### config.mk
export PLATFORM = sky130hd
export DESIGN_NAME = packbits_rle_encoder
export DESIGN_NICKNAME = d
export VERILOG_FILES = /design/src/rtl/core/pbe_pkg.sv /design/src/rtl/core/pbe_ctrl.sv /design/src/rtl/core/pbe_dp.sv /design/src/rtl/core/packbits_rle_encoder.sv
export VERILOG_INCLUDE_DIRS = /design/src /design/src/rtl/core
export SDC_FILE = /design/constraint.sdc
export NUM_CORES = 2
export LEC_CHECK = 0
export BUFFER_PORTS_ARGS = -buffer_cell sky130_fd_sc_hd__buf_2
export CAP_MARGIN = 30
export CELL_PAD_IN_SITES_DETAIL_PLACEMENT = 0
export CELL_PAD_IN_SITES_GLOBAL_PLACEMENT = 2
export CORE_AREA = 3 3 311 313
export DETAILED_ROUTE_END_ITERATION = 10
export DIE_AREA = 0 0 314 316
export PLACE_DENSITY_LB_ADDON = 0.12
export SKIP_LAST_GASP = 1
export SLEW_MARGIN = 10
export SYNTH_ARGS = -nofsm -noshare
export SYNTH_HDL_FRONTEND = slang
export SYNTH_SLANG_ARGS = --single-unit
### constraint.sdc
create_clock -name i_clk -period 11.2 [get_ports i_clk]
set_input_delay 3.36 -clock i_clk [delete_from_list [all_inputs] [get_ports i_clk]]
set_output_delay 3.36 -clock i_clk [all_outputs]
set_load 0.005 [all_outputs]
### src/rtl/core/packbits_rle_encoder_defines.svh
// assertion macros shared by the packbits encoder modules
// no dependencies; included at the top of each file that asserts
`ifndef PACKBITS_RLE_ENCODER_DEFINES_SVH
`define PACKBITS_RLE_ENCODER_DEFINES_SVH

// same-cycle implication, disabled while reset is held
`define PBE_ASSERT_IMP(label, clk, rst_n, ante, cons, msg) \
    label: assert property (@(posedge clk) disable iff (!(rst_n)) (ante) |-> (cons)) \
        else $error(msg);

// next-cycle implication, disabled while reset is held
`define PBE_ASSERT_NXT(label, clk, rst_n, ante, cons, msg) \
    label: assert property (@(posedge clk) disable iff (!(rst_n)) (ante) |=> (cons)) \
        else $error(msg);

`endif

### src/rtl/core/pbe_pkg.sv
// types, constants and helpers for the packbits encoder
// used by pbe_ctrl, pbe_dp and packbits_rle_encoder; no dependencies
package pbe_pkg;

    localparam int WORD_W = 32;
    localparam int CNT_W  = 3;
    localparam logic [8:0] RUN_HDR_BASE = 9'd257;

    typedef logic [7:0] t_byte;

    typedef enum logic [2:0] {
        ST_IDLE,
        ST_A_HDR,
        ST_A_MEM,
        ST_A_TAIL0,
        ST_A_TAIL1,
        ST_B_HDR,
        ST_B_VAL
    } t_state;

    // source of the coded byte sent to the packer
    typedef enum logic [2:0] {
        SRC_A_HDR,
        SRC_MEM,
        SRC_TAIL0,
        SRC_TAIL1,
        SRC_B_HDR,
        SRC_B_VAL
    } t_src;

    typedef struct packed {
        logic load;
        logic emit;
        logic fin;
        t_src src;
    } t_cmd;

    typedef struct packed {
        logic adv;
        logic new_a;
        logic new_b;
        logic a_mem_nz;
        logic a_tail_nz;
        logic a_tail_two;
        logic mem_last;
        logic b_valid;
    } t_status;

    function automatic t_byte run_header(input logic [8:0] len);
        return t_byte'(RUN_HDR_BASE - len);
    endfunction

endpackage

### src/rtl/core/pbe_ctrl.sv
// controller for the packbits encoder: sequences the coded bytes of each step
// depends on pbe_pkg and packbits_rle_encoder_defines.svh
`include "packbits_rle_encoder_defines.svh"

module pbe_ctrl (
    input  logic              i_clk,
    input  logic              i_rst_n,
    input  logic              i_in_valid,
    output logic              o_in_ready,
    input  pbe_pkg::t_status  i_status,
    output pbe_pkg::t_cmd     o_cmd
);

    pbe_pkg::t_state r_state;
    pbe_pkg::t_state n_state;

    always_ff @(posedge i_clk) begin
        if (!i_rst_n) begin
            r_state <= pbe_pkg::ST_IDLE;
        end else begin
            r_state <= n_state;
        end
    end

    // next state
    always_comb begin
        n_state = r_state;
        case (r_state)
            pbe_pkg::ST_IDLE: begin
                if (i_in_valid) begin
                    if (i_status.new_a) begin
                        n_state = pbe_pkg::ST_A_HDR;
                    end else if (i_status.new_b) begin
                        n_state = pbe_pkg::ST_B_HDR;
                    end
                end
            end
            pbe_pkg::ST_A_HDR: begin
                if (i_status.adv) begin
                    if (i_status.a_mem_nz) begin
                        n_state = pbe_pkg::ST_A_MEM;
                    end else if (i_status.a_tail_nz) begin
                        n_state = pbe_pkg::ST_A_TAIL0;
                    end else if (i_status.b_valid) begin
                        n_state = pbe_pkg::ST_B_HDR;
                    end else begin
                        n_state = pbe_pkg::ST_IDLE;
                    end
                end
            end
            pbe_pkg::ST_A_MEM: begin
                if (i_status.adv && i_status.mem_last) begin
                    if (i_status.a_tail_nz) begin
                        n_state = pbe_pkg::ST_A_TAIL0;
                    end else if (i_status.b_valid) begin
                        n_state = pbe_pkg::ST_B_HDR;
                    end else begin
                        n_state = pbe_pkg::ST_IDLE;
                    end
                end
            end
            pbe_pkg::ST_A_TAIL0: begin
                if (i_status.adv) begin
                    if (i_status.a_tail_two) begin
                        n_state = pbe_pkg::ST_A_TAIL1;
                    end else if (i_status.b_valid) begin
                        n_state = pbe_pkg::ST_B_HDR;
                    end else begin
                        n_state = pbe_pkg::ST_IDLE;
                    end
                end
            end
            pbe_pkg::ST_A_TAIL1: begin
                if (i_status.adv) begin
                    if (i_status.b_valid) begin
                        n_state = pbe_pkg::ST_B_HDR;
                    end else begin
                        n_state = pbe_pkg::ST_IDLE;
                    end
                end
            end
            pbe_pkg::ST_B_HDR: begin
                if (i_status.adv) begin
                    n_state = pbe_pkg::ST_B_VAL;
                end
            end
            pbe_pkg::ST_B_VAL: begin
                if (i_status.adv) begin
                    n_state = pbe_pkg::ST_IDLE;
                end
            end
            default: begin
                n_state = pbe_pkg::ST_IDLE;
            end
        endcase
    end

    // outputs
    always_comb begin
        o_in_ready = (r_state == pbe_pkg::ST_IDLE);
        o_cmd.load = (r_state == pbe_pkg::ST_IDLE) && i_in_valid;
        o_cmd.emit = (r_state != pbe_pkg::ST_IDLE) && i_status.adv;
        // last coded byte of the step closes the word
        o_cmd.fin  = (r_state != pbe_pkg::ST_IDLE) && (n_state == pbe_pkg::ST_IDLE);
        case (r_state)
            pbe_pkg::ST_A_HDR:   o_cmd.src = pbe_pkg::SRC_A_HDR;
            pbe_pkg::ST_A_MEM:   o_cmd.src = pbe_pkg::SRC_MEM;
            pbe_pkg::ST_A_TAIL0: o_cmd.src = pbe_pkg::SRC_TAIL0;
            pbe_pkg::ST_A_TAIL1: o_cmd.src = pbe_pkg::SRC_TAIL1;
            pbe_pkg::ST_B_HDR:   o_cmd.src = pbe_pkg::SRC_B_HDR;
            pbe_pkg::ST_B_VAL:   o_cmd.src = pbe_pkg::SRC_B_VAL;
            default:             o_cmd.src = pbe_pkg::SRC_A_HDR;
        endcase
    end

    `PBE_ASSERT_NXT(a_load_to_hdr, i_clk, i_rst_n, o_cmd.load && i_status.new_a, r_state == pbe_pkg::ST_A_HDR, "packet with literal or run not started after transfer")
    `PBE_ASSERT_IMP(a_fin_emits, i_clk, i_rst_n, o_cmd.fin, o_cmd.emit && i_status.adv, "step closed without emitting a byte")

endmodule

### src/rtl/core/pbe_dp.sv
// datapath for the packbits encoder: packet decision, literal store,
// byte packer and output register; depends on pbe_pkg and the defines header
`include "packbits_rle_encoder_defines.svh"

module pbe_dp #(
    parameter int MAX_PACKET = 128
) (
    input  logic                          i_clk,
    input  logic                          i_rst_n,
    input  pbe_pkg::t_cmd                 i_cmd,
    output pbe_pkg::t_status              o_status,
    input  logic [7:0]                    i_in_byte,
    input  logic                          i_in_last,
    input  logic                          i_out_ready,
    output logic                          o_out_valid,
    output logic [pbe_pkg::WORD_W-1:0]    o_out_data,
    output logic [pbe_pkg::CNT_W-1:0]     o_out_count,
    output logic                          o_out_last,
    output logic                          o_out_plane_end
);

    localparam int AddrW = $clog2(MAX_PACKET);
    localparam int RunW  = $clog2(MAX_PACKET + 1);
    localparam logic [RunW-1:0]  RunMax  = RunW'(MAX_PACKET);
    localparam logic [RunW-1:0]  RunTwo  = RunW'(2);
    localparam logic [AddrW-1:0] LitFull = AddrW'(MAX_PACKET - 1);

    // encoder state
    logic [AddrW-1:0]     r_lit_len, n_lit_len;
    pbe_pkg::t_byte       r_run_val, n_run_val;
    logic [RunW-1:0]      r_run_len, n_run_len;
    logic                 r_run_mode, n_run_mode;
    pbe_pkg::t_byte       r_prev, n_prev;
    logic                 r_have_prev, n_have_prev;

    // packets of the current step: A may read the store, B is header plus one byte
    pbe_pkg::t_byte       r_a_hdr, n_a_hdr;
    logic [AddrW-1:0]     r_a_mcnt, n_a_mcnt;
    logic [1:0]           r_a_tcnt, n_a_tcnt;
    pbe_pkg::t_byte       r_a_t0, n_a_t0;
    pbe_pkg::t_byte       r_a_t1, n_a_t1;
    logic                 n_a_valid;
    logic                 r_b_valid, n_b_valid;
    pbe_pkg::t_byte       r_b_hdr, n_b_hdr;
    pbe_pkg::t_byte       r_b_val, n_b_val;
    logic                 r_job_last;

    logic                 w_wr_en;
    logic [RunW-1:0]      w_run_inc;

    // literal store
    pbe_pkg::t_byte       r_mem [MAX_PACKET];
    pbe_pkg::t_byte       r_rd_data;
    logic [AddrW-1:0]     r_idx;
    logic                 w_rd_en;
    logic [AddrW-1:0]     w_rd_addr;

    // packer and output register
    logic [pbe_pkg::WORD_W-1:0] r_acc;
    logic [1:0]                 r_acc_cnt;
    pbe_pkg::t_byte             w_byte;
    logic [pbe_pkg::WORD_W-1:0] w_word;
    logic                       w_push;
    logic                       w_adv;
    logic                       r_out_valid;
    logic [pbe_pkg::WORD_W-1:0] r_out_data;
    logic [pbe_pkg::CNT_W-1:0]  r_out_cnt;
    logic                       r_out_last;
    logic                       r_out_plane_end;

    assign w_run_inc = r_run_len + RunW'(1);

    // greedy packet decision for the incoming byte
    always_comb begin
        n_lit_len   = r_lit_len;
        n_run_val   = r_run_val;
        n_run_len   = r_run_len;
        n_run_mode  = r_run_mode;
        n_prev      = r_prev;
        n_have_prev = r_have_prev;
        n_a_valid   = 1'b0;
        n_a_hdr     = '0;
        n_a_mcnt    = '0;
        n_a_tcnt    = 2'd0;
        n_a_t0      = '0;
        n_a_t1      = '0;
        n_b_valid   = 1'b0;
        n_b_hdr     = '0;
        n_b_val     = '0;
        w_wr_en     = 1'b0;
        if (r_run_mode) begin
            if (i_in_byte == r_run_val && r_run_len < RunMax) begin
                if (w_run_inc == RunMax || i_in_last) begin
                    n_a_valid  = 1'b1;
                    n_a_hdr    = pbe_pkg::run_header(9'(w_run_inc));
                    n_a_tcnt   = 2'd1;
                    n_a_t0     = r_run_val;
                    n_run_mode = 1'b0;
                    n_run_len  = '0;
                end else begin
                    n_run_len = w_run_inc;
                end
            end else begin
                n_a_valid  = 1'b1;
                n_a_hdr    = pbe_pkg::run_header(9'(r_run_len));
                n_a_tcnt   = 2'd1;
                n_a_t0     = r_run_val;
                n_run_mode = 1'b0;
                n_run_len  = '0;
                if (i_in_last) begin
                    n_b_valid = 1'b1;
                    n_b_val   = i_in_byte;
                end else begin
                    n_prev      = i_in_byte;
                    n_have_prev = 1'b1;
                end
            end
        end else if (!r_have_prev) begin
            if (i_in_last) begin
                n_b_valid = 1'b1;
                n_b_val   = i_in_byte;
            end else begin
                n_prev      = i_in_byte;
                n_have_prev = 1'b1;
            end
        end else if (r_lit_len == LitFull) begin
            // held byte completes a full literal window, pair or not
            n_a_valid = 1'b1;
            n_a_hdr   = pbe_pkg::t_byte'(r_lit_len);
            n_a_mcnt  = r_lit_len;
            n_a_tcnt  = 2'd1;
            n_a_t0    = r_prev;
            n_lit_len = '0;
            n_prev    = i_in_byte;
            if (i_in_last) begin
                n_b_valid = 1'b1;
                n_b_val   = i_in_byte;
            end
        end else if (i_in_byte == r_prev) begin
            n_have_prev = 1'b0;
            if (r_lit_len != '0) begin
                n_a_valid = 1'b1;
                n_a_hdr   = pbe_pkg::t_byte'(r_lit_len) - 8'd1;
                n_a_mcnt  = r_lit_len;
                n_lit_len = '0;
            end
            if (RunTwo >= RunMax || i_in_last) begin
                n_b_valid = 1'b1;
                n_b_hdr   = pbe_pkg::run_header(9'd2);
                n_b_val   = i_in_byte;
            end else begin
                n_run_mode = 1'b1;
                n_run_val  = i_in_byte;
                n_run_len  = RunTwo;
            end
        end else begin
            if (i_in_last) begin
                n_a_valid = 1'b1;
                n_a_hdr   = pbe_pkg::t_byte'(r_lit_len) + 8'd1;
                n_a_mcnt  = r_lit_len;
                n_a_tcnt  = 2'd2;
                n_a_t0    = r_prev;
                n_a_t1    = i_in_byte;
                n_lit_len = '0;
            end else begin
                w_wr_en   = 1'b1;
                n_lit_len = r_lit_len + AddrW'(1);
                n_prev    = i_in_byte;
            end
        end
        if (i_in_last) begin
            n_have_prev = 1'b0;
            n_prev      = '0;
            n_lit_len   = '0;
        end
    end

    always_ff @(posedge i_clk) begin
        if (!i_rst_n) begin
            r_lit_len   <= '0;
            r_run_val   <= '0;
            r_run_len   <= '0;
            r_run_mode  <= 1'b0;
            r_prev      <= '0;
            r_have_prev <= 1'b0;
            r_b_valid   <= 1'b0;
            r_a_mcnt    <= '0;
            r_a_tcnt    <= 2'd0;
            r_job_last  <= 1'b0;
        end else if (i_cmd.load) begin
            r_lit_len   <= n_lit_len;
            r_run_val   <= n_run_val;
            r_run_len   <= n_run_len;
            r_run_mode  <= n_run_mode;
            r_prev      <= n_prev;
            r_have_prev <= n_have_prev;
            r_b_valid   <= n_b_valid;
            r_a_mcnt    <= n_a_mcnt;
            r_a_tcnt    <= n_a_tcnt;
            r_job_last  <= i_in_last;
        end
    end

    always_ff @(posedge i_clk) begin
        if (i_cmd.load) begin
            r_a_hdr <= n_a_hdr;
            r_a_t0  <= n_a_t0;
            r_a_t1  <= n_a_t1;
            r_b_hdr <= n_b_hdr;
            r_b_val <= n_b_val;
        end
    end

    // store reads run one byte ahead of the packer
    assign w_rd_en   = i_cmd.emit &&
                       (i_cmd.src == pbe_pkg::SRC_A_HDR || i_cmd.src == pbe_pkg::SRC_MEM);
    assign w_rd_addr = (i_cmd.src == pbe_pkg::SRC_A_HDR) ? '0 : r_idx;

    always_ff @(posedge i_clk) begin
        if (i_cmd.load && w_wr_en) begin
            r_mem[r_lit_len] <= r_prev;
        end
        if (w_rd_en) begin
            r_rd_data <= r_mem[w_rd_addr];
        end
    end

    always_ff @(posedge i_clk) begin
        if (!i_rst_n) begin
            r_idx <= '0;
        end else if (i_cmd.emit && i_cmd.src == pbe_pkg::SRC_A_HDR) begin
            r_idx <= AddrW'(1);
        end else if (i_cmd.emit && i_cmd.src == pbe_pkg::SRC_MEM) begin
            r_idx <= r_idx + AddrW'(1);
        end
    end

    always_comb begin
        case (i_cmd.src)
            pbe_pkg::SRC_A_HDR: w_byte = r_a_hdr;
            pbe_pkg::SRC_MEM:   w_byte = r_rd_data;
            pbe_pkg::SRC_TAIL0: w_byte = r_a_t0;
            pbe_pkg::SRC_TAIL1: w_byte = r_a_t1;
            pbe_pkg::SRC_B_HDR: w_byte = r_b_hdr;
            pbe_pkg::SRC_B_VAL: w_byte = r_b_val;
            default:            w_byte = '0;
        endcase
    end

    assign w_word = r_acc | (pbe_pkg::WORD_W'(w_byte) << {r_acc_cnt, 3'b000});
    assign w_push = i_cmd.emit && (r_acc_cnt == 2'd3 || i_cmd.fin);
    assign w_adv  = !r_out_valid || i_out_ready;

    always_ff @(posedge i_clk) begin
        if (!i_rst_n) begin
            r_acc       <= '0;
            r_acc_cnt   <= 2'd0;
            r_out_valid <= 1'b0;
        end else begin
            if (i_cmd.emit) begin
                r_acc     <= w_push ? '0 : w_word;
                r_acc_cnt <= w_push ? 2'd0 : r_acc_cnt + 2'd1;
            end
            if (w_push) begin
                r_out_valid <= 1'b1;
            end else if (i_out_ready) begin
                r_out_valid <= 1'b0;
            end
        end
    end

    always_ff @(posedge i_clk) begin
        if (w_push) begin
            r_out_data      <= w_word;
            r_out_cnt       <= pbe_pkg::CNT_W'(r_acc_cnt) + pbe_pkg::CNT_W'(1);
            r_out_last      <= i_cmd.fin;
            r_out_plane_end <= i_cmd.fin && r_job_last;
        end
    end

    assign o_status.adv        = w_adv;
    assign o_status.new_a      = n_a_valid;
    assign o_status.new_b      = n_b_valid;
    assign o_status.a_mem_nz   = (r_a_mcnt != '0);
    assign o_status.a_tail_nz  = (r_a_tcnt != 2'd0);
    assign o_status.a_tail_two = (r_a_tcnt == 2'd2);
    assign o_status.mem_last   = (r_idx == r_a_mcnt);
    assign o_status.b_valid    = r_b_valid;

    assign o_out_valid     = r_out_valid;
    assign o_out_data      = r_out_data;
    assign o_out_count     = r_out_cnt;
    assign o_out_last      = r_out_last;
    assign o_out_plane_end = r_out_plane_end;

    `PBE_ASSERT_IMP(a_mode_excl, i_clk, i_rst_n, 1'b1, !(r_run_mode && r_have_prev), "open run and held byte at once")
    `PBE_ASSERT_IMP(a_end_is_last, i_clk, i_rst_n, r_out_valid && r_out_plane_end, r_out_last, "plane end on a word that does not close its step")
    `PBE_ASSERT_IMP(a_count_range, i_clk, i_rst_n, r_out_valid, r_out_cnt != '0 && r_out_cnt <= pbe_pkg::CNT_W'(4), "word byte count out of range")

endmodule

### src/rtl/core/packbits_rle_encoder.sv
// packbits encoder: a byte that codes nothing is taken and input stays ready; a
// byte that closes packets holds input off while its coded bytes (header, value,
// or one literal store read each) are emitted in turn, each one waiting while
// the output word is not taken; a word is valid in the cycle after its fourth
// or last byte. synchronous active-low reset clears control and encoder state;
// literal store contents are not cleared. depends on pbe_pkg, pbe_ctrl, pbe_dp
module packbits_rle_encoder #(
    parameter int MAX_PACKET = 128
) (
    input  logic                        i_clk,
    input  logic                        i_rst_n,
    input  logic                        i_in_valid,
    output logic                        o_in_ready,
    input  logic [7:0]                  i_in_byte,
    input  logic                        i_in_last,
    output logic                        o_out_valid,
    input  logic                        i_out_ready,
    output logic [pbe_pkg::WORD_W-1:0]  o_out_data,
    output logic [pbe_pkg::CNT_W-1:0]   o_out_count,
    output logic                        o_out_last,
    output logic                        o_out_plane_end
);

    pbe_pkg::t_cmd    w_cmd;
    pbe_pkg::t_status w_status;

    pbe_ctrl u_ctrl (
        .i_clk      (i_clk),
        .i_rst_n    (i_rst_n),
        .i_in_valid (i_in_valid),
        .o_in_ready (o_in_ready),
        .i_status   (w_status),
        .o_cmd      (w_cmd)
    );

    pbe_dp #(
        .MAX_PACKET (MAX_PACKET)
    ) u_dp (
        .i_clk           (i_clk),
        .i_rst_n         (i_rst_n),
        .i_cmd           (w_cmd),
        .o_status        (w_status),
        .i_in_byte       (i_in_byte),
        .i_in_last       (i_in_last),
        .i_out_ready     (i_out_ready),
        .o_out_valid     (o_out_valid),
        .o_out_data      (o_out_data),
        .o_out_count     (o_out_count),
        .o_out_last      (o_out_last),
        .o_out_plane_end (o_out_plane_end)
    );

endmodule

==> run metrics <==
via count=27,600; Post-DP HPWL=78,290 µm; die footprint=99,220 µm²; Setup Skew=33.44 ps; clock-pin slew on the worst setup and hold paths=60 ps; Post-synth EDFFs=1,102; PortBufs=51; Worst path slowest cell=nor2_1; M2 GR Usage=0.4137; layout cells sized above 1=0.1127; number of fill cells=7,389; multi-input logic area=11,990 µm²; Power per Cell Area=174.8 nW/µm²; met1 Use GR=0.3412; CP delay by family, top=simple AND/OR/NAND/NOR gates; Worst setup EP type=flip-flop; latest clock arrival within the worst-skew pair=710 ps; met3 GRT Util=0.04988; final setup violation count=0; Crit Path Class=in -> reg; first-pass GRT wire length=184,000 µm; DRT Pass-1 Iters=6; largest net degree at the start of global routing=129; Max Freq=0.1767 GHz; RSZ-0062 raised after global routing=false; Syn Nets=3,182; Crit path largest cell delay=570 ps; Ys Warns=0; CTS tree=done; DR iter-0 viols=2,845; Lkg Pwr=17.90 nW; H-tree depth=3; post-CTS resize count=0; vias in the first global route=27,590; Max FO, Critical Path=17; CTS root buf=clkbuf_16; Critical Path AT=5980 ps; Clock Power Share=0.437; CP cell instances=buf_2 > xor2_1 > nor4_2 > nand2_2 > nand2_1 > nor3_2 > buf_4 > nand4_1 > buf_4 > nor2_1; Final min period=5659 ps; cts bufs inserted=120; Max VDD drop=0.1533 mV; Synth cell types=81; final instance area=53,520 µm²; Final Hold Vio Count=0; DR vias/cell=6.032; Util after Layout=0.5658; worst slew pin tran=1181 ps; internal power=7.400 mW; Most Used Layer, Global Route=met2; placed cell areas=49,440 µm²; final max-slew violation count=0; Critical path buffers and inverters=3; Register Area=34,910 µm²; Seq pwr share=0.526; setup TNS=0 ps; chip height=316 µm; routability cong.=0.8611; Final #Nets=3,231; max-cap check violation count=0; Combinational Power Share=0.037; Ports=52; Synth Area per Inst=15.17 µm²; P&R area growth vs syn=11.61%; Placed Cells=4,349; number of clock sinks=1,191; number of remaining DRC errors=0; antenna cells=0; grt ovf=0; most frequent cells in the layout=edfxtp_1 (1,102), mux2i_1 (382), nor2_1 (220), nand2_1 (183), a21oi_1 (145); CP required=11,520 ps; period utilisation layout=0.5053; Post-synth ARST share=0; Final Non-Filler Cells=4,576; Post-Synthesis Cells=3,160; DRT antenna net count=0; Core ar.=94,590 µm²; # hold bufs at CTS=0; slew margin rel.=0.1922; setup bufs post-CTS=0; Seq/Total Area, Yosys=0.7273; synthesized area=47,950 µm²; routed wire length per instance=27.63 µm; top_reg_cell synth=edfxtp_1; crit path launch type=input port; most used cell along the critical path=buf_4; num rows=113; Worst Hold Class=reg -> reg; initial antenna violation count=2; sw frac=0.2088; status=complete, no violations; Die Wd=314 µm; Longest Clk Path Bufs=3; final hold slack=446.7 ps; wirelength, routed=126,500 µm; GRT Resource Usage Total=0.2538; Net Switching=1.953 mW; Initial Utilization=0.5069; #FFs+latches synth=1,191; commonest non-fill, non-tap cell in the layout=edfxtp_1
==> per-layer routing <==
| metal | wire length, µm | part of all wire |
|---|---|---|
| met4 | 4566 | 0.036 |
| met2 | 60170 | 0.48 |
| met3 | 8589 | 0.068 |
| met5 | 0 | 0 |
| met1 | 53130 | 0.42 |
==> worst min-delay path, delay by kind of cell (launching register included) <==
kind	cells	cell delay [ps]
AND/OR/NAND/NOR	1	50
AO/OA/AOI/OAI	1	50
flip-flops	1	310
==> kinds of logic after synthesis <==
logic type / Yosys count / share of synthesized area
compound gates: 628 / 0.08752
xor+xnor: 32 / 0.005845
fa+ha+maj: 9 / 0.002349
buf+inv: 240 / 0.02341
flops: 1191 / 0.7273
mux: 425 / 0.09008
simple gates: 635 / 0.06346
==> metrics by stage <==
| step | setup WS, ps | power (mW) |
|---|---|---|
| 6_report | 5541 | 9.353 |
| 5_1_grt | 5418 | 9.635 |
| 4_1_cts | 5570 | 9.423 |
| 3_5_place_dp | 4845 | 5.361 |
| 3_3_place_gp | 4318 | 5.357 |
| 2_1_floorplan | 5368 | 5.231 |
==> state kept, by name, summed over array words and instances (netlist names), 7 cells and up <==
signal           count
u_dp.r_idx           7
u_dp.r_acc          32
u_dp.r_a_t0          8
u_dp.r_run_len       8
u_dp.r_lit_len       7
u_dp.r_a_t1          8
u_dp.r_mem        1024
u_dp.r_a_mcnt        7
u_dp.r_b_val         8
u_dp.r_rd_data       8
u_dp.r_prev          8
u_dp.o_out_data     32
u_dp.r_a_hdr         8
u_dp.r_run_val       8
==> path summary, 6_finish.rpt <==
kind | start | to | slack [ps] | cells after the start
min | u_dp.r_acc[18]$_SDFFE_PN0P_ | u_dp.r_acc[18]$_SDFFE_PN0P_ | 450 | 2
min reg2reg | u_dp.r_acc[18]$_SDFFE_PN0P_ | u_dp.r_acc[18]$_SDFFE_PN0P_ | 450 | 2
max reg2reg | u_dp.r_idx[0]$_SDFFE_PN0P_ | u_dp.r_rd_data[6]$_DFFE_PP_ | 6470 | 9
max | i_in_byte[6] | u_dp.r_mem[94][5]$_DFFE_PP_ | 5540 | 10
==> cell type report <==
class | count | area share
multi-input cells | 1729 | 0.2240
flip-flops and latches | 1191 | 0.6523
inverters | 49 | 0.003437
clock inverters | 86 | 0.01693
well taps | 1265 | 0.02958
repair buffers | 118 | 0.01524
clock buffers | 138 | 0.05857
==> power groups by stage <==
stage	clock (mW)	sequential, mW	combinational [mW]
floorplan	0	5.01	0.220
detailed placement	0	5.02	0.344
global route	4.34	4.92	0.370
CTS	4.16	4.92	0.344
global placement	0	5.02	0.340
finish	4.09	4.92	0.345
==> synthesized netlist by cell type (all sizes together), types with 24 or more instances <==
library cell     n  share of area
edfxtp        1102           0.69
mux2i          382          0.080
nor2           223          0.018
nand2          186          0.015
a21oi          145          0.015
o22ai          120          0.016
buf            116          0.014
o21ai          108          0.011
dfxtp           89          0.037
clkbuf          75         0.0059
inv             47         0.0037
nand3           47         0.0049
mux2            42         0.0099
a2111oi         32         0.0058
nand4           31         0.0040
a211oi          30         0.0047
a22oi           29         0.0045
a221oi          28         0.0051
nor3            24         0.0034
Power figures use the tool's default switching activity.
